File: src/rtl/acrp_pkg.sv
package acrp_pkg;

  localparam int unsigned PhaseW = 4;
  localparam int unsigned LenW   = 16;

  // Parser phases
  localparam logic [PhaseW-1:0] PH_VER      = 4'd0;
  localparam logic [PhaseW-1:0] PH_PROF     = 4'd1;
  localparam logic [PhaseW-1:0] PH_COMPAT   = 4'd2;
  localparam logic [PhaseW-1:0] PH_LEVEL    = 4'd3;
  localparam logic [PhaseW-1:0] PH_LENSIZE  = 4'd4;
  localparam logic [PhaseW-1:0] PH_SPS_CNT  = 4'd5;
  localparam logic [PhaseW-1:0] PH_SPS_LH   = 4'd6;
  localparam logic [PhaseW-1:0] PH_SPS_LL   = 4'd7;
  localparam logic [PhaseW-1:0] PH_SPS_DATA = 4'd8;
  localparam logic [PhaseW-1:0] PH_PPS_CNT  = 4'd9;
  localparam logic [PhaseW-1:0] PH_PPS_LH   = 4'd10;
  localparam logic [PhaseW-1:0] PH_PPS_LL   = 4'd11;
  localparam logic [PhaseW-1:0] PH_PPS_DATA = 4'd12;
  localparam logic [PhaseW-1:0] PH_IGNORE   = 4'd13;

  localparam logic [7:0] CFG_REC_VERSION = 8'd1;
  localparam logic [7:0] LEN_SIZE_MASK   = 8'h03;
  localparam logic [7:0] SPS_CNT_MASK    = 8'h1f;
  localparam logic [7:0] PS_COUNT_ONE    = 8'd1;

  localparam logic [LenW-1:0] MAX_SPS_RESET = 16'd256;
  localparam logic [LenW-1:0] MAX_PPS_RESET = 16'd64;

  // Register index, taken from paddr[2]
  localparam logic REG_MAX_SPS = 1'b0;
  localparam logic REG_MAX_PPS = 1'b1;

  typedef enum logic [1:0] {
    ST_OK       = 2'd0,
    ST_TRUNC    = 2'd1,
    ST_BAD_HDR  = 2'd2,
    ST_OVERFLOW = 2'd3
  } status_e;

  typedef enum logic [1:0] {
    KIND_NONE = 2'd0,
    KIND_SPS  = 2'd1,
    KIND_PPS  = 2'd2
  } kind_e;

  typedef struct packed {
    logic [LenW-1:0] max_sps;
    logic [LenW-1:0] max_pps;
  } limits_t;

  typedef struct packed {
    logic [LenW-1:0] pps_size;
    logic [LenW-1:0] sps_size;
    logic [7:0]      hdr_level;
    logic [7:0]      hdr_compat;
    logic [7:0]      hdr_profile;
    status_e         status;
    logic            record_done;
    kind_e           payload_kind;
    logic [7:0]      payload_byte;
  } result_t;

endpackage

File: src/rtl/acrp_cfg.sv
module acrp_cfg (
  input  logic              clk_i,
  input  logic              rst_ni,
  input  logic              psel_i,
  input  logic              penable_i,
  input  logic              pwrite_i,
  input  logic [2:0]        paddr_i,
  input  logic [31:0]       pwdata_i,
  output logic [31:0]       prdata_o,
  output logic              pready_o,
  output acrp_pkg::limits_t limits_o
);
  import acrp_pkg::*;

  logic [LenW-1:0] max_sps_q, max_sps_d;
  logic [LenW-1:0] max_pps_q, max_pps_d;
  logic            wr_en;

  assign pready_o = 1'b1;
  assign wr_en    = psel_i & penable_i & pwrite_i & pready_o;

  always_comb begin
    max_sps_d = max_sps_q;
    max_pps_d = max_pps_q;
    prdata_o  = '0;
    unique case (paddr_i[2])
      REG_MAX_SPS: begin
        prdata_o = {16'd0, max_sps_q};
        if (wr_en) max_sps_d = pwdata_i[LenW-1:0];
      end
      REG_MAX_PPS: begin
        prdata_o = {16'd0, max_pps_q};
        if (wr_en) max_pps_d = pwdata_i[LenW-1:0];
      end
      default: prdata_o = '0;
    endcase
  end

  always_ff @(posedge clk_i or negedge rst_ni) begin
    if (!rst_ni) begin
      max_sps_q <= MAX_SPS_RESET;
      max_pps_q <= MAX_PPS_RESET;
    end else begin
      max_sps_q <= max_sps_d;
      max_pps_q <= max_pps_d;
    end
  end

  assign limits_o.max_sps = max_sps_q;
  assign limits_o.max_pps = max_pps_q;

endmodule

File: src/rtl/acrp_parse.sv
module acrp_parse (
  input  logic              clk_i,
  input  logic              rst_ni,
  input  logic              accept_i,
  input  logic [7:0]        data_i,
  input  logic              last_i,
  input  acrp_pkg::limits_t limits_i,
  output acrp_pkg::result_t result_o
);
  import acrp_pkg::*;

  logic [PhaseW-1:0] phase_q, phase_d;
  logic [LenW-1:0]   left_q, left_d;
  logic [7:0]        len_hi_q, len_hi_d;
  logic              check_q, check_d;
  logic [7:0]        prof_q, prof_d;
  logic [7:0]        compat_q, compat_d;
  logic [7:0]        level_q, level_d;
  logic [LenW-1:0]   sps_len_q, sps_len_d;
  logic [LenW-1:0]   pps_len_q, pps_len_d;

  logic [LenW-1:0]   len;
  logic              done;
  logic              idle;
  status_e           st;
  kind_e             kind;
  logic [7:0]        pbyte;

  assign len = {len_hi_q, data_i};

  always_comb begin
    phase_d   = phase_q;
    left_d    = left_q;
    len_hi_d  = len_hi_q;
    check_d   = check_q;
    prof_d    = prof_q;
    compat_d  = compat_q;
    level_d   = level_q;
    sps_len_d = sps_len_q;
    pps_len_d = pps_len_q;
    done      = 1'b0;
    idle      = 1'b0;
    st        = ST_OK;
    kind      = KIND_NONE;
    pbyte     = '0;

    unique case (phase_q)
      PH_VER: begin
        check_d = (data_i == CFG_REC_VERSION);
        phase_d = PH_PROF;
      end
      PH_PROF: begin
        prof_d  = data_i;
        phase_d = PH_COMPAT;
      end
      PH_COMPAT: begin
        compat_d = data_i;
        phase_d  = PH_LEVEL;
      end
      PH_LEVEL: begin
        level_d = data_i;
        phase_d = PH_LENSIZE;
      end
      PH_LENSIZE: begin
        // version result is held in check_q until here
        if (!check_q || ((data_i & LEN_SIZE_MASK) != LEN_SIZE_MASK)) begin
          done = 1'b1;
          st   = ST_BAD_HDR;
        end else begin
          phase_d = PH_SPS_CNT;
        end
      end
      PH_SPS_CNT: begin
        check_d = ((data_i & SPS_CNT_MASK) == PS_COUNT_ONE);
        phase_d = PH_SPS_LH;
      end
      PH_SPS_LH: begin
        len_hi_d = data_i;
        phase_d  = PH_SPS_LL;
      end
      PH_SPS_LL: begin
        sps_len_d = len;
        if (!check_q || (len > limits_i.max_sps)) begin
          done = 1'b1;
          st   = ST_OVERFLOW;
        end else if (len == '0) begin
          phase_d = PH_PPS_CNT;
        end else begin
          left_d  = len;
          phase_d = PH_SPS_DATA;
        end
      end
      PH_SPS_DATA: begin
        kind   = KIND_SPS;
        pbyte  = data_i;
        left_d = left_q - 1'b1;
        if (left_q == LenW'(1)) phase_d = PH_PPS_CNT;
      end
      PH_PPS_CNT: begin
        check_d = (data_i == PS_COUNT_ONE);
        phase_d = PH_PPS_LH;
      end
      PH_PPS_LH: begin
        len_hi_d = data_i;
        phase_d  = PH_PPS_LL;
      end
      PH_PPS_LL: begin
        pps_len_d = len;
        if (!check_q || (len > limits_i.max_pps)) begin
          done = 1'b1;
          st   = ST_OVERFLOW;
        end else if (len == '0) begin
          done = 1'b1;
        end else begin
          left_d  = len;
          phase_d = PH_PPS_DATA;
        end
      end
      PH_PPS_DATA: begin
        kind   = KIND_PPS;
        pbyte  = data_i;
        left_d = left_q - 1'b1;
        if (left_q == LenW'(1)) done = 1'b1;
      end
      default: begin
        // trailing bytes after completion, up to the last flag
        idle = 1'b1;
        if (last_i) phase_d = PH_VER;
      end
    endcase

    if (!idle) begin
      if (!done && last_i) begin
        done = 1'b1;
        st   = ST_TRUNC;
      end
      if (done) phase_d = last_i ? PH_VER : PH_IGNORE;
    end
  end

  always_ff @(posedge clk_i or negedge rst_ni) begin
    if (!rst_ni) begin
      phase_q   <= PH_VER;
      left_q    <= '0;
      len_hi_q  <= '0;
      check_q   <= 1'b0;
      prof_q    <= '0;
      compat_q  <= '0;
      level_q   <= '0;
      sps_len_q <= '0;
      pps_len_q <= '0;
    end else if (accept_i) begin
      phase_q   <= phase_d;
      left_q    <= left_d;
      len_hi_q  <= len_hi_d;
      check_q   <= check_d;
      prof_q    <= prof_d;
      compat_q  <= compat_d;
      level_q   <= level_d;
      sps_len_q <= sps_len_d;
      pps_len_q <= pps_len_d;
    end
  end

  always_comb begin
    result_o.payload_byte = pbyte;
    result_o.payload_kind = kind;
    result_o.record_done  = done;
    result_o.status       = done ? st : ST_OK;
    result_o.hdr_profile  = prof_d;
    result_o.hdr_compat   = compat_d;
    result_o.hdr_level    = level_d;
    result_o.sps_size     = sps_len_d;
    result_o.pps_size     = pps_len_d;
  end

endmodule

File: src/rtl/avc_config_record_parser_core.sv
// Channel   | Dir | Beat contents
// s_axis    | in  | tdata[7:0] data_byte, tlast last_byte
// m_axis    | out | tdata payload/status/header/lengths, tuser payload_kind, tlast record_done
// apb       | in  | 0x0 max_sps_len, 0x4 max_pps_len (16 bits each)
//
// Every input beat gives exactly one output beat; one beat per cycle unless m_axis stalls.
// The byte is parsed in the cycle it is taken and the result lands in the
// output register on the same edge.
// Stalls on m_axis hold the output register; s_axis tready drops only while
// that register is full and not being taken.
// Reset clears the phase, counters and header fields and sets the limits (256 / 64).
module avc_config_record_parser_core (
  input  logic        clk_i,
  input  logic        rst_ni,
  input  logic        s_axis_tvalid_i,
  output logic        s_axis_tready_o,
  input  logic [7:0]  s_axis_tdata_i,   // [7:0] data_byte
  input  logic        s_axis_tlast_i,
  output logic        m_axis_tvalid_o,
  input  logic        m_axis_tready_i,
  // [7:0] payload_byte, [9:8] status, [17:10] hdr_profile, [25:18] hdr_compat,
  // [33:26] hdr_level, [49:34] sps_size, [65:50] pps_size, [71:66] zero
  output logic [71:0] m_axis_tdata_o,
  output logic [1:0]  m_axis_tuser_o,   // [1:0] payload_kind
  output logic        m_axis_tlast_o,
  input  logic        psel_i,
  input  logic        penable_i,
  input  logic        pwrite_i,
  input  logic [2:0]  paddr_i,
  input  logic [31:0] pwdata_i,
  output logic [31:0] prdata_o,
  output logic        pready_o
);
  import acrp_pkg::*;

  limits_t limits;
  result_t result;
  result_t out_q;
  logic    out_valid_q, out_valid_d;
  logic    accept;

  assign s_axis_tready_o = !out_valid_q || m_axis_tready_i;
  assign accept          = s_axis_tvalid_i && s_axis_tready_o;

  acrp_cfg u_cfg (
    .clk_i     (clk_i),
    .rst_ni    (rst_ni),
    .psel_i    (psel_i),
    .penable_i (penable_i),
    .pwrite_i  (pwrite_i),
    .paddr_i   (paddr_i),
    .pwdata_i  (pwdata_i),
    .prdata_o  (prdata_o),
    .pready_o  (pready_o),
    .limits_o  (limits)
  );

  acrp_parse u_parse (
    .clk_i    (clk_i),
    .rst_ni   (rst_ni),
    .accept_i (accept),
    .data_i   (s_axis_tdata_i),
    .last_i   (s_axis_tlast_i),
    .limits_i (limits),
    .result_o (result)
  );

  assign out_valid_d = accept || (out_valid_q && !m_axis_tready_i);

  always_ff @(posedge clk_i or negedge rst_ni) begin
    if (!rst_ni) begin
      out_valid_q <= 1'b0;
    end else begin
      out_valid_q <= out_valid_d;
    end
  end

  always_ff @(posedge clk_i) begin
    if (accept) out_q <= result;
  end

  assign m_axis_tvalid_o = out_valid_q;
  assign m_axis_tuser_o  = out_q.payload_kind;
  assign m_axis_tlast_o  = out_q.record_done;
  assign m_axis_tdata_o  = {6'd0, out_q.pps_size, out_q.sps_size, out_q.hdr_level,
                            out_q.hdr_compat, out_q.hdr_profile, out_q.status,
                            out_q.payload_byte};

  // an accepted byte always shows up as an output beat next cycle
  a_accept_gives_beat: assert property (@(posedge clk_i) disable iff (!rst_ni)
    accept |=> m_axis_tvalid_o)
    else $error("accepted byte produced no output beat");

  // a nonzero status is only reported on the completing beat
  a_status_on_done: assert property (@(posedge clk_i) disable iff (!rst_ni)
    (m_axis_tvalid_o && (out_q.status != ST_OK)) |-> out_q.record_done)
    else $error("status without record_done");

  // payload bytes are never tagged with the unused kind code
  a_kind_legal: assert property (@(posedge clk_i) disable iff (!rst_ni)
    m_axis_tvalid_o |-> (m_axis_tuser_o != 2'd3))
    else $error("illegal payload kind");

  // no payload passes out on a bad-header or length-overflow completion
  a_hdr_no_payload: assert property (@(posedge clk_i) disable iff (!rst_ni)
    (m_axis_tvalid_o && (out_q.status == ST_BAD_HDR || out_q.status == ST_OVERFLOW))
      |-> (out_q.payload_kind == KIND_NONE))
    else $error("payload tagged on header or length failure");

endmodule
File: config.mk
export PLATFORM = sky130hd
export DESIGN_NAME = avc_config_record_parser_core
export DESIGN_NICKNAME = d
export VERILOG_FILES = /design/src/rtl/acrp_pkg.sv /design/src/rtl/acrp_cfg.sv /design/src/rtl/acrp_parse.sv /design/src/rtl/avc_config_record_parser_core.sv
export SDC_FILE = /design/constraint.sdc
export NUM_CORES = 1
export LEC_CHECK = 0
export BUFFER_PORTS_ARGS = -buffer_cell sky130_fd_sc_hd__buf_4
export CAP_MARGIN = 25
export CORE_MARGIN = 3
export CORE_UTILIZATION = 36
export CTS_CLUSTER_SIZE = 24
export DETAILED_ROUTE_END_ITERATION = 10
export GPL_ROUTABILITY_DRIVEN = 0
export SYNTH_ARGS = -nofsm -noshare
export SYNTH_HDL_FRONTEND = slang
export SYNTH_SLANG_ARGS = --single-unit
File: constraint.sdc
create_clock -name clk_i -period 5.1 [get_ports clk_i]
set_input_delay 0.255 -clock clk_i [delete_from_list [all_inputs] [get_ports clk_i]]
set_output_delay 0.255 -clock clk_i [all_outputs]
set_load 0.1 [all_outputs]
==> reports/qor.txt, run 1 <==
share of flip-flops with an asynchronous set or reset after synthesis = 63.1%
Filler cells = 2414
core area = 0.0246 sq mm
crit-path cells = ha_1, nand4_1, a211oi_1, or3_1, a221oi_2, a211oi_1, a211o_1, nor2_1, o22a_1
final period utilization = 66.0%
yosys warns = 0
die height = 165 um
CTS clk-pin slew, worst paths = 0.07 ns
synthesized instance count = 907
final setup vio count = 0
Final Hold Viols = 0
Tmin final = 3.37 ns
number of flops mapped to enable cells by yosys = 69
Starting Density = 37.1%
Cell Count, Final, Fillers Out = 1343
vias in the first global route = 6342
post-route ant nets = 0
initial antenna violation count = 0
sequential area share after synthesis = 55.1%
Clk pwr share = 25.4%
Setup Total Neg Slack = 0 ns
Slew Limit Fails = 0
Tightest Hold Check Type = in -> reg
Remaining Overflow, GRT = 0
leading area contributor after synthesis = dfrtp_1
CTS tree = built
CP max-delay cell = a211o_1
status = complete, no violations
RSZ-0062 raised after global routing = false
dpl cells = 1308
IO Count = 161
DR vias/cell = 4.93
gr usage total = 16.6%
Switch Pwr = 0.00235 W
data arrival time of the worst path = 3.69 ns
WS Path Type = reg -> reg
clk root buf = clkbuf_16
Peak VDD IR = 0.000227 V
MaxCap Viol Count = 0
H-tree Lvls = 4
die area = 0.0273 sq mm
Cell Pwr Density = 528 mW/mm^2
maximum clock insertion buffer count = 2
Least-Margin Pin Slew = 0.972 ns
Startpoint Class = flop
PortBufs = 119
hold slack = 0.0449 ns
Yosys cell types = 57
layout cell share with drive strength beyond 1 = 23.9%
worst skew pair latency = 0.43 ns
Crit path top cell by count = a211oi_1
num rows = 57
most frequent cells in the layout = nand2_1, buf_4, dfrtp_1
Critical Path End Type = flop
Peak Freq = 297 MHz
DR iter-0 viols = 519
relative slew slack = 35.2%
total CTS buffers = 17
pin count of the biggest net entering global routing = 89
sw frac = 41.0%
Synth Cell Area = 0.00912 sq mm
clk_skew = 0.0123 ns
LEAKAGE = 5.13 nW
fin nets = 1091
WL per Instance = 16.6 um
Pint = 0.00339 W
Pre-antenna DRT Iters = 5
global-route wire length before repair = 34700 um
Syn-to-layout area delta = 19.2%
final wirelength = 22300 um
Yosys top cell area share = 31.8%
synth top area cells = dfrtp_1, edfxtp_1, nand2_1, mux2_2, ha_1
#FFs+latches synth = 187
# clock sinks = 187
Post-synth top flop = dfrtp_1
CP Max Fanout = 31
DRC = 0
CP Data Required Time = 5.42 ns
dpl hpwl = 14500 um
combinational share of power = 35.5%
n_diodes = 0
via count = 6625
Seq pwr share = 39.1%
CP max stage delay = 0.81 ns
Die X-Extent = 165 um
syn avg cell area = 10.1 sq um
commonest non-fill, non-tap cell in the layout = nand2_1
-- flip-flops by register name (all words and copies together) (netlist names) --
signal / flops
u_parse.pps_len_q: 16
u_parse.prof_q: 8
u_cfg.max_pps_q: 16
u_parse.check_q: 1
u_parse.level_q: 8
u_parse.compat_q: 8
m_axis_tlast_o: 1
m_axis_tuser_o: 2
u_parse.phase_q: 4
u_parse.sps_len_q: 16
m_axis_tdata_o: 66
m_axis_tvalid_o: 1
u_parse.left_q: 16
u_cfg.max_sps_q: 16
u_parse.len_hi_q: 8
-- metal layers --
| layer | global-route usage (%) | up-vias | part of all wire (%) |
|---|---|---|---|
| li1 | - | 3243 | - |
| met1 | 24.2 | 3202 | 49 |
| met2 | 25.7 | 165 | 45 |
| met3 | 2.99 | 15 | 5.2 |
| met4 | 3.81 | 0 | 0.94 |
| met5 | 0 | - | 0 |
-- stage by stage --
step | util (%) | power (W) | area [sq um] | setup WS (ns)
floorplan | - | 0.00383 | 9200 | 0.207
global placement | 41.4 | 0.00426 | 10200 | 1.80
detailed placement | 41.4 | 0.00431 | 10200 | 1.71
CTS | 44.1 | 0.00578 | 10800 | 1.70
global route | 44.2 | 0.00604 | 10900 | 1.48
finish | 44.2 | 0.00574 | 10900 | 1.73
-- synth_stat cells, drive strengths merged (4+ instances only) --
cell type,instances
a21oi,34
mux2,71
a211oi,7
o21ai,54
clkbuf,34
and3,7
nor2,36
nand4,7
buf,37
nor3,16
ha,34
a31oi,4
edfxtp,69
nor4,8
nand4b,4
nand2,278
nand2b,7
a22oi,4
dfrtp,116
inv,38
nand3,5
-- worst paths after layout --
check | depth (start not counted) | to | slack, ns | startpoint
max in group asynchronous | 3 | u_parse.len_hi_q[3]$_DFFE_PN0P_ | 3.33 | rst_ni
worst max-delay path | 9 | u_parse.left_q[2]$_DFFE_PN0P_ | 1.73 | u_parse.len_hi_q[1]$_DFFE_PN0P_
min in group asynchronous | 2 | u_parse.pps_len_q[12]$_DFFE_PN0P_ | 0.49 | rst_ni
worst min-delay path | 2 | m_axis_tvalid_o$_DFF_PN0_ | 0.04 | s_axis_tvalid_i
worst min register to register | 2 | u_parse.prof_q[5]$_DFFE_PN0P_ | 0.47 | u_parse.prof_q[5]$_DFFE_PN0P_
worst max register to register | 9 | u_parse.left_q[2]$_DFFE_PN0P_ | 1.73 | u_parse.len_hi_q[1]$_DFFE_PN0P_
-- cell families (layout without fill, tap and decap cells) --
logic type / Yosys count / count (layout) / share of synthesized area (%)
buffers and inverters: 110 / 201 / 5.66
other: 2 / 23 / 0.0823
AOI/OAI and AO/OA: 122 / 122 / 7.97
DFF: 187 / 187 / 55.1
and+or+nand+nor: 379 / 379 / 17.6
muxes: 71 / 71 / 8.76
adders and majority gates: 34 / 34 / 4.66
xor gates and xnor gates: 2 / 2 / 0.192
-- power by group through the flow --
stage	sequential, W	combinational (W)	clock, W
final	0.00225	0.00204	0.00146
after global routing	0.00229	0.00221	0.00155
after CTS	0.00224	0.00204	0.00149
after detailed placement	0.00227	0.00204	0
after global placement	0.00226	0.00201	0
after floorplan	0.00269	0.00115	0
-- worst max-delay path, delay by kind of cell, from the launching register on --
family                   cells  cell delay [ns]
AO/OA/AOI/OAI                5             1.84
AND/OR/NAND/NOR              3             0.44
adder cells (fa/ha/maj)      1             0.40
flip-flops                   1             0.57
-- final cells by class --
class | count | area, sq um | share of cell area, %
tap | 324 | 405 | 3.73
sequential | 187 | 5030 | 46.2
clock inverter | 14 | 205 | 1.89
timing repair buffer | 130 | 986 | 9.07
multi-input combinational | 631 | 3660 | 33.7
inverter | 39 | 149 | 1.37
clock buffer | 18 | 439 | 4.04
-- timing repair --
item	4_1_cts	5_1_grt
setup buffers	0	0
endpoints found under the hold margin	61	0
hold buffers	1	0
resized for setup	0	0
Power figures use the tool's default switching activity.
==> run 2, diff against run 1 <==
Clock period 5.1 ns to 3.1 ns, I/O delays scaled along.
==> run 2 against run 1 <==
- die area is the same
- utilization is 0.95 points higher
- non-clock buffer count is 29 higher
- global-route usage down 0.085 points
- count of clock-buffer cells in the layout decreased by 1
- critical path type unchanged
- final cell count is 2.2% higher
- first-iteration DRC count decreased by 11%
- routed wire length down 0.86%
- clock skew is 0.011 ns higher
==> reports/qor.txt, run 2 (same netlist as run 1, synthesis figures left out) <==
most frequent cells in the layout = nand2_1, buf_4, dfrtp_1 (unchanged)
Critical Path End Type = flop (unchanged)
Starting Density = 37.1% (unchanged)
DR vias/cell = 4.97 (was 4.93)
die area = 0.0273 sq mm (unchanged)
MaxCap Viol Count = 0 (unchanged)
maximum clock insertion buffer count = 2 (unchanged)
final setup vio count = 0 (unchanged)
dpl cells = 1321 (was 1308)
Tmin final = 2.77 ns (was 3.37 ns)
worst skew pair latency = 0.44 ns (was 0.43 ns)
clk root buf = clkbuf_16 (unchanged)
CP max stage delay = 0.60 ns (was 0.81 ns)
Tightest Hold Check Type = in -> reg (unchanged)
num rows = 57 (unchanged)
Cell Pwr Density = 836 mW/mm^2 (was 528 mW/mm^2)
# clock sinks = 187 (unchanged)
dpl hpwl = 14600 um (was 14500 um)
CP Data Required Time = 3.42 ns (was 5.42 ns)
vias in the first global route = 6578 (was 6342)
pin count of the biggest net entering global routing = 93 (was 89)
Crit path top cell by count = a211oi_1 (unchanged)
Slew Limit Fails = 0 (unchanged)
CP Max Fanout = 31 (unchanged)
WS Path Type = reg -> reg (unchanged)
relative slew slack = 42.1% (was 35.2%)
Least-Margin Pin Slew = 0.868 ns (was 0.972 ns)
PortBufs = 119 (unchanged)
H-tree Lvls = 4 (unchanged)
status = complete, no violations (unchanged)
total CTS buffers = 17 (unchanged)
layout cell share with drive strength beyond 1 = 24.4% (was 23.9%)
data arrival time of the worst path = 3.09 ns (was 3.69 ns)
via count = 6823 (was 6625)
global-route wire length before repair = 35100 um (was 34700 um)
Final Hold Viols = 0 (unchanged)
post-route ant nets = 0 (unchanged)
n_diodes = 0 (unchanged)
LEAKAGE = 5.23 nW (was 5.13 nW)
commonest non-fill, non-tap cell in the layout = nand2_1 (unchanged)
core area = 0.0246 sq mm (unchanged)
Cell Count, Final, Fillers Out = 1372 (was 1343)
die height = 165 um (unchanged)
final wirelength = 22100 um (was 22300 um)
initial antenna violation count = 1 (was 0)
CTS tree = built (unchanged)
Die X-Extent = 165 um (unchanged)
WL per Instance = 16.1 um (was 16.6 um)
final period utilization = 89.4% (was 66.0%)
crit-path cells = ha_1, a211oi_1, nor2_1, or3_1, a221oi_2, a211oi_1, a211o_1, buf_12, o21bai_1, o2bb2ai_1 (was ha_1, nand4_1, a211oi_1, or3_1, a221oi_2, a211oi_1, a211o_1, nor2_1, o22a_1)
Peak Freq = 361 MHz (was 297 MHz)
Peak VDD IR = 0.000441 V (was 0.000227 V)
fin nets = 1120 (was 1091)
Startpoint Class = flop (unchanged)
IO Count = 161 (unchanged)
DRC = 0 (unchanged)
DR iter-0 viols = 462 (was 519)
CP max-delay cell = dfrtp_1 (was a211o_1)
Pre-antenna DRT Iters = 7 (was 5)
RSZ-0062 raised after global routing = false (unchanged)
CTS clk-pin slew, worst paths = 0.08 ns (was 0.07 ns)
Setup Total Neg Slack = 0 ns (unchanged)
gr usage total = 16.5% (was 16.6%)
Filler cells = 2335 (was 2414)
Syn-to-layout area delta = 21.7% (was 19.2%)
max FFs per register = 66 (unchanged)
clk_skew = 0.0236 ns (was 0.0123 ns)
Remaining Overflow, GRT = 0 (unchanged)
==> run 2: changes by cell type in the layout (fill, tap and decap cells not counted), sizes merged <==
cell	change
clkinvlp	+3
clkbuf	-1
buf	+11
dlygate4sd3	+18
bufinv	-3
inv	+1
==> run 2: cell type report <==
class | count | area (sq um) | share of cell area (%)
flip-flops and latches | 187 | 5030 | 45.3
multi-input cells | 631 | 3660 | 33.0
repair buffers | 159 | 1280 | 11.5
clock buffers | 17 | 425 | 3.83
well taps | 324 | 405 | 3.65
clock inverters | 15 | 156 | 1.41
inverters | 39 | 149 | 1.34
==> run 2: metrics by stage <==
stage	power [W]	instance area [sq um]	util [%]	hold slack, ns	worst slack (ns)
3_3_place_gp	0.00708	10300	42.0	0.330	0.386
6_report	0.00928	11100	45.1	0.0159	0.329
5_1_grt	0.00981	11100	45.1	0.0236	0.114
3_5_place_dp	0.00715	10300	42.0	0.327	0.360
4_1_cts	0.00936	11100	45.1	0.00242	0.358
2_1_floorplan	0.00630	9210	-	-0.141	0.0631
==> run 2: per-layer routing <==
layer	track usage, %	share of wire [%]
met4	4.69	1.6
met1	23.9	48
met5	0	0
met3	2.94	5.6
met2	25.5	45
==> run 2: path summary, 6_finish.rpt <==
path / start / endpoint / slack (ns) / cells after the start
max: u_parse.len_hi_q[1]$_DFFE_PN0P_ / u_parse.left_q[10]$_DFFE_PN0P_ / 0.33 / 10
min: m_axis_tready_i / m_axis_tvalid_o$_DFF_PN0_ / 0.02 / 3
max reg2reg: u_parse.len_hi_q[1]$_DFFE_PN0P_ / u_parse.left_q[10]$_DFFE_PN0P_ / 0.33 / 10
min reg2reg: u_parse.compat_q[4]$_DFFE_PN0P_ / u_parse.compat_q[4]$_DFFE_PN0P_ / 0.47 / 2
max in group asynchronous: rst_ni / u_cfg.max_pps_q[6]$_DFFE_PN1P_ / 1.88 / 3
min in group asynchronous: rst_ni / u_parse.pps_len_q[11]$_DFFE_PN0P_ / 0.36 / 2
==> run 2: critical path: cells and delay by family (launching register included) <==
kind,cells,cell delay (ns)
compound gates,6,1.16
simple gates,2,0.40
buf+inv,1,0.17
fa+ha+maj,1,0.33
flops,1,0.60
==> run 2: power by group <==
part           internal [W]  leakage (nW)  switching, W
clock               0.00114         0.279       0.00103
combinational       0.00106          2.76       0.00244
sequential          0.00319          2.20      0.000419
==> run 2: repair_timing <==
action,4_1_cts,5_1_grt
hold endpoints to repair,96,0
setup buffers,0,0
setup endpoints to repair,0,0
hold buffers,19,0
gates resized for setup,0,0
==> run 3, diff against run 2 <==
Settings changed: CORE_MARGIN 3 to 2, PLACE_DENSITY_LB_ADDON set to 0.15.
==> run 3 against run 2 <==
- clock skew fell by 0.011 ns
- count of clock-buffer cells in the layout grew 2
- flip-flop and latch count unchanged
==> reports/qor.txt, run 3 (same netlist as run 1, synthesis figures left out) <==
Multi-input gate area = 0.00366 sq mm (unchanged)
via count = 6750 (was 6823)
Pre-antenna DRT Iters = 5 (was 7)
relative slew slack = 45.9% (was 42.1%)
Pint = 0.00576 W (was 0.00539 W)
initial antenna violation count = 0 (was 1)
vias in the first global route = 6492 (was 6578)
CP Data Required Time = 3.41 ns (was 3.42 ns)
num rows = 58 (was 57)
combinational share of power = 37.1% (was 37.7%)
final setup vio count = 0 (unchanged)
DR iter-0 viols = 455 (was 462)
Setup Total Neg Slack = 0 ns (unchanged)
Startpoint Class = flop (unchanged)
status = complete, no violations (unchanged)
pin count of the biggest net entering global routing = 69 (was 93)
dpl hpwl = 15000 um (was 14600 um)
Peak VDD IR = 0.000367 V (was 0.000441 V)
Tightest Hold Check Type = in -> reg (unchanged)
Storage cell area = 0.00503 sq mm (unchanged)
Peak Freq = 359 MHz (was 361 MHz)
total CTS buffers = 17 (unchanged)
Syn-to-layout area delta = 23.2% (was 21.7%)
post-route ant nets = 0 (unchanged)
Tmin final = 2.79 ns (was 2.77 ns)
CTS tree = built (unchanged)
data arrival time of the worst path = 3.10 ns (was 3.09 ns)
RSZ-0062 raised after global routing = false (unchanged)
fin nets = 1127 (was 1120)
CP Max Fanout = 31 (unchanged)
n_diodes = 0 (unchanged)
die height = 163 um (was 165 um)
WL per Instance = 16.1 um (about the same)
max FFs per register = 66 (unchanged)
worst skew pair latency = 0.43 ns (was 0.44 ns)
H-tree Lvls = 4 (unchanged)
IO Count = 161 (unchanged)
LEAKAGE = 5.31 nW (was 5.23 nW)
Die X-Extent = 163 um (was 165 um)
Critical Path End Type = flop (unchanged)
Final Hold Viols = 0 (unchanged)
Filler cells = 2433 (was 2335)
final period utilization = 89.9% (was 89.4%)
fin worst setup slack = 0.313 ns (was 0.329 ns)
core area = 0.0250 sq mm (was 0.0246 sq mm)
final wirelength = 22300 um (was 22100 um)
die area = 0.0266 sq mm (was 0.0273 sq mm)
# clock sinks = 187 (unchanged)
layout cell share with drive strength beyond 1 = 24.7% (was 24.4%)
WS Path Type = reg -> reg (unchanged)
MaxCap Viol Count = 0 (unchanged)
Switch Pwr = 0.00386 W (was 0.00389 W)
Least-Margin Pin Slew = 0.812 ns (was 0.868 ns)
clk_skew = 0.0127 ns (was 0.0236 ns)
maximum clock insertion buffer count = 2 (unchanged)
Starting Density = 36.4% (was 37.1%)
Clk pwr share = 25.9% (was 23.4%)
gr usage total = 17.4% (was 16.5%)
PortBufs = 119 (unchanged)
Post-Place Setup Slack = 0.386 ns (was 0.360 ns)
DRC = 0 (unchanged)
global-route wire length before repair = 35500 um (was 35100 um)
DR vias/cell = 4.87 (was 4.97)
commonest non-fill, non-tap cell in the layout = nand2_1 (unchanged)
CTS clk-pin slew, worst paths = 0.07 ns (was 0.08 ns)
clk root buf = clkbuf_16 (unchanged)
Cell Pwr Density = 855 mW/mm^2 (was 836 mW/mm^2)
most frequent cells in the layout = nand2_1, buf_4, dfrtp_1 (unchanged)
Seq pwr share = 37.0% (was 38.9%)
Remaining Overflow, GRT = 0 (unchanged)
Slew Limit Fails = 0 (unchanged)
sw frac = 40.1% (was 41.9%)
## run 3: per-layer routing
layer / vias up / routed length [um] / GRT usage (%)
met5: - / 0 / 0
met4: 0 / 276 / 4.83
met3: 17 / 956 / 3.30
met2: 150 / 10100 / 26.8
met1: 3265 / 11000 / 25.0
li1: 3318 / - / -
## run 3: repair_timing
action	4_1_cts	5_1_grt
hold buffers	20	0
buffers inserted	0	0
resized for setup	0	0
endpoints found under the hold margin	61	0
## run 3: worst paths after layout
| check | slack [ns] | cells past startpoint | to | startpoint |
|---|---|---|---|---|
| max | 0.31 | 9 | u_parse.left_q[11]$_DFFE_PN0P_ | u_parse.len_hi_q[7]$_DFFE_PN0P_ |
| min | 0.07 | 3 | u_parse.check_q$_DFFE_PN0P_ | s_axis_tdata_i[0] |
| max reg2reg | 0.31 | 9 | u_parse.left_q[11]$_DFFE_PN0P_ | u_parse.len_hi_q[7]$_DFFE_PN0P_ |
| min reg2reg | 0.47 | 2 | u_parse.prof_q[6]$_DFFE_PN0P_ | u_parse.prof_q[6]$_DFFE_PN0P_ |
| max in group asynchronous | 2.14 | 3 | u_cfg.max_sps_q[8]$_DFFE_PN1P_ | rst_ni |
| min in group asynchronous | 0.20 | 2 | u_parse.pps_len_q[11]$_DFFE_PN0P_ | rst_ni |
## run 3: critical path, cell delays in order (launching register included)
cell,delay (ns)
dfrtp_1,0.51
ha_1,0.36
and4_1,0.24
nor3b_1,0.34
a221oi_2,0.13
a211oi_1,0.47
a211o_1,0.21
buf_12,0.18
a21oi_1,0.06
o22a_1,0.17
## run 3: area by class of cell
type                            count  area share, %
Sequential cell                   187           44.7
Timing Repair Buffer              166           11.8
Multi-Input combinational cell    631           32.6
Tap cell                          330           3.67
Inverter                           39           1.32
Clock inverter                     13           2.01
Clock buffer                       19           3.94
## run 3: power by group through the flow
stage          Combinational [W]  Clock, W  Sequential (W)
2_1_floorplan            0.00189         0         0.00442
3_3_place_gp             0.00353         0         0.00360
3_5_place_dp             0.00357         0         0.00361
4_1_cts                  0.00359   0.00255         0.00356
5_1_grt                  0.00388   0.00264         0.00364
6_report                 0.00357   0.00249         0.00356
## run 3: per-stage QoR
stage	utilization [%]	cells	hold WS [ns]	cell area [sq um]	power [W]
6_report	44.9	1385	0.0693	11200	0.00962
5_1_grt	44.9	1385	0.0730	11200	0.0102
4_1_cts	44.9	1385	0.0491	11200	0.00970
3_5_place_dp	41.4	1333	0.125	10400	0.00718
3_3_place_gp	41.4	1333	0.122	10400	0.00713
2_1_floorplan	-	928	-0.141	9210	0.00630
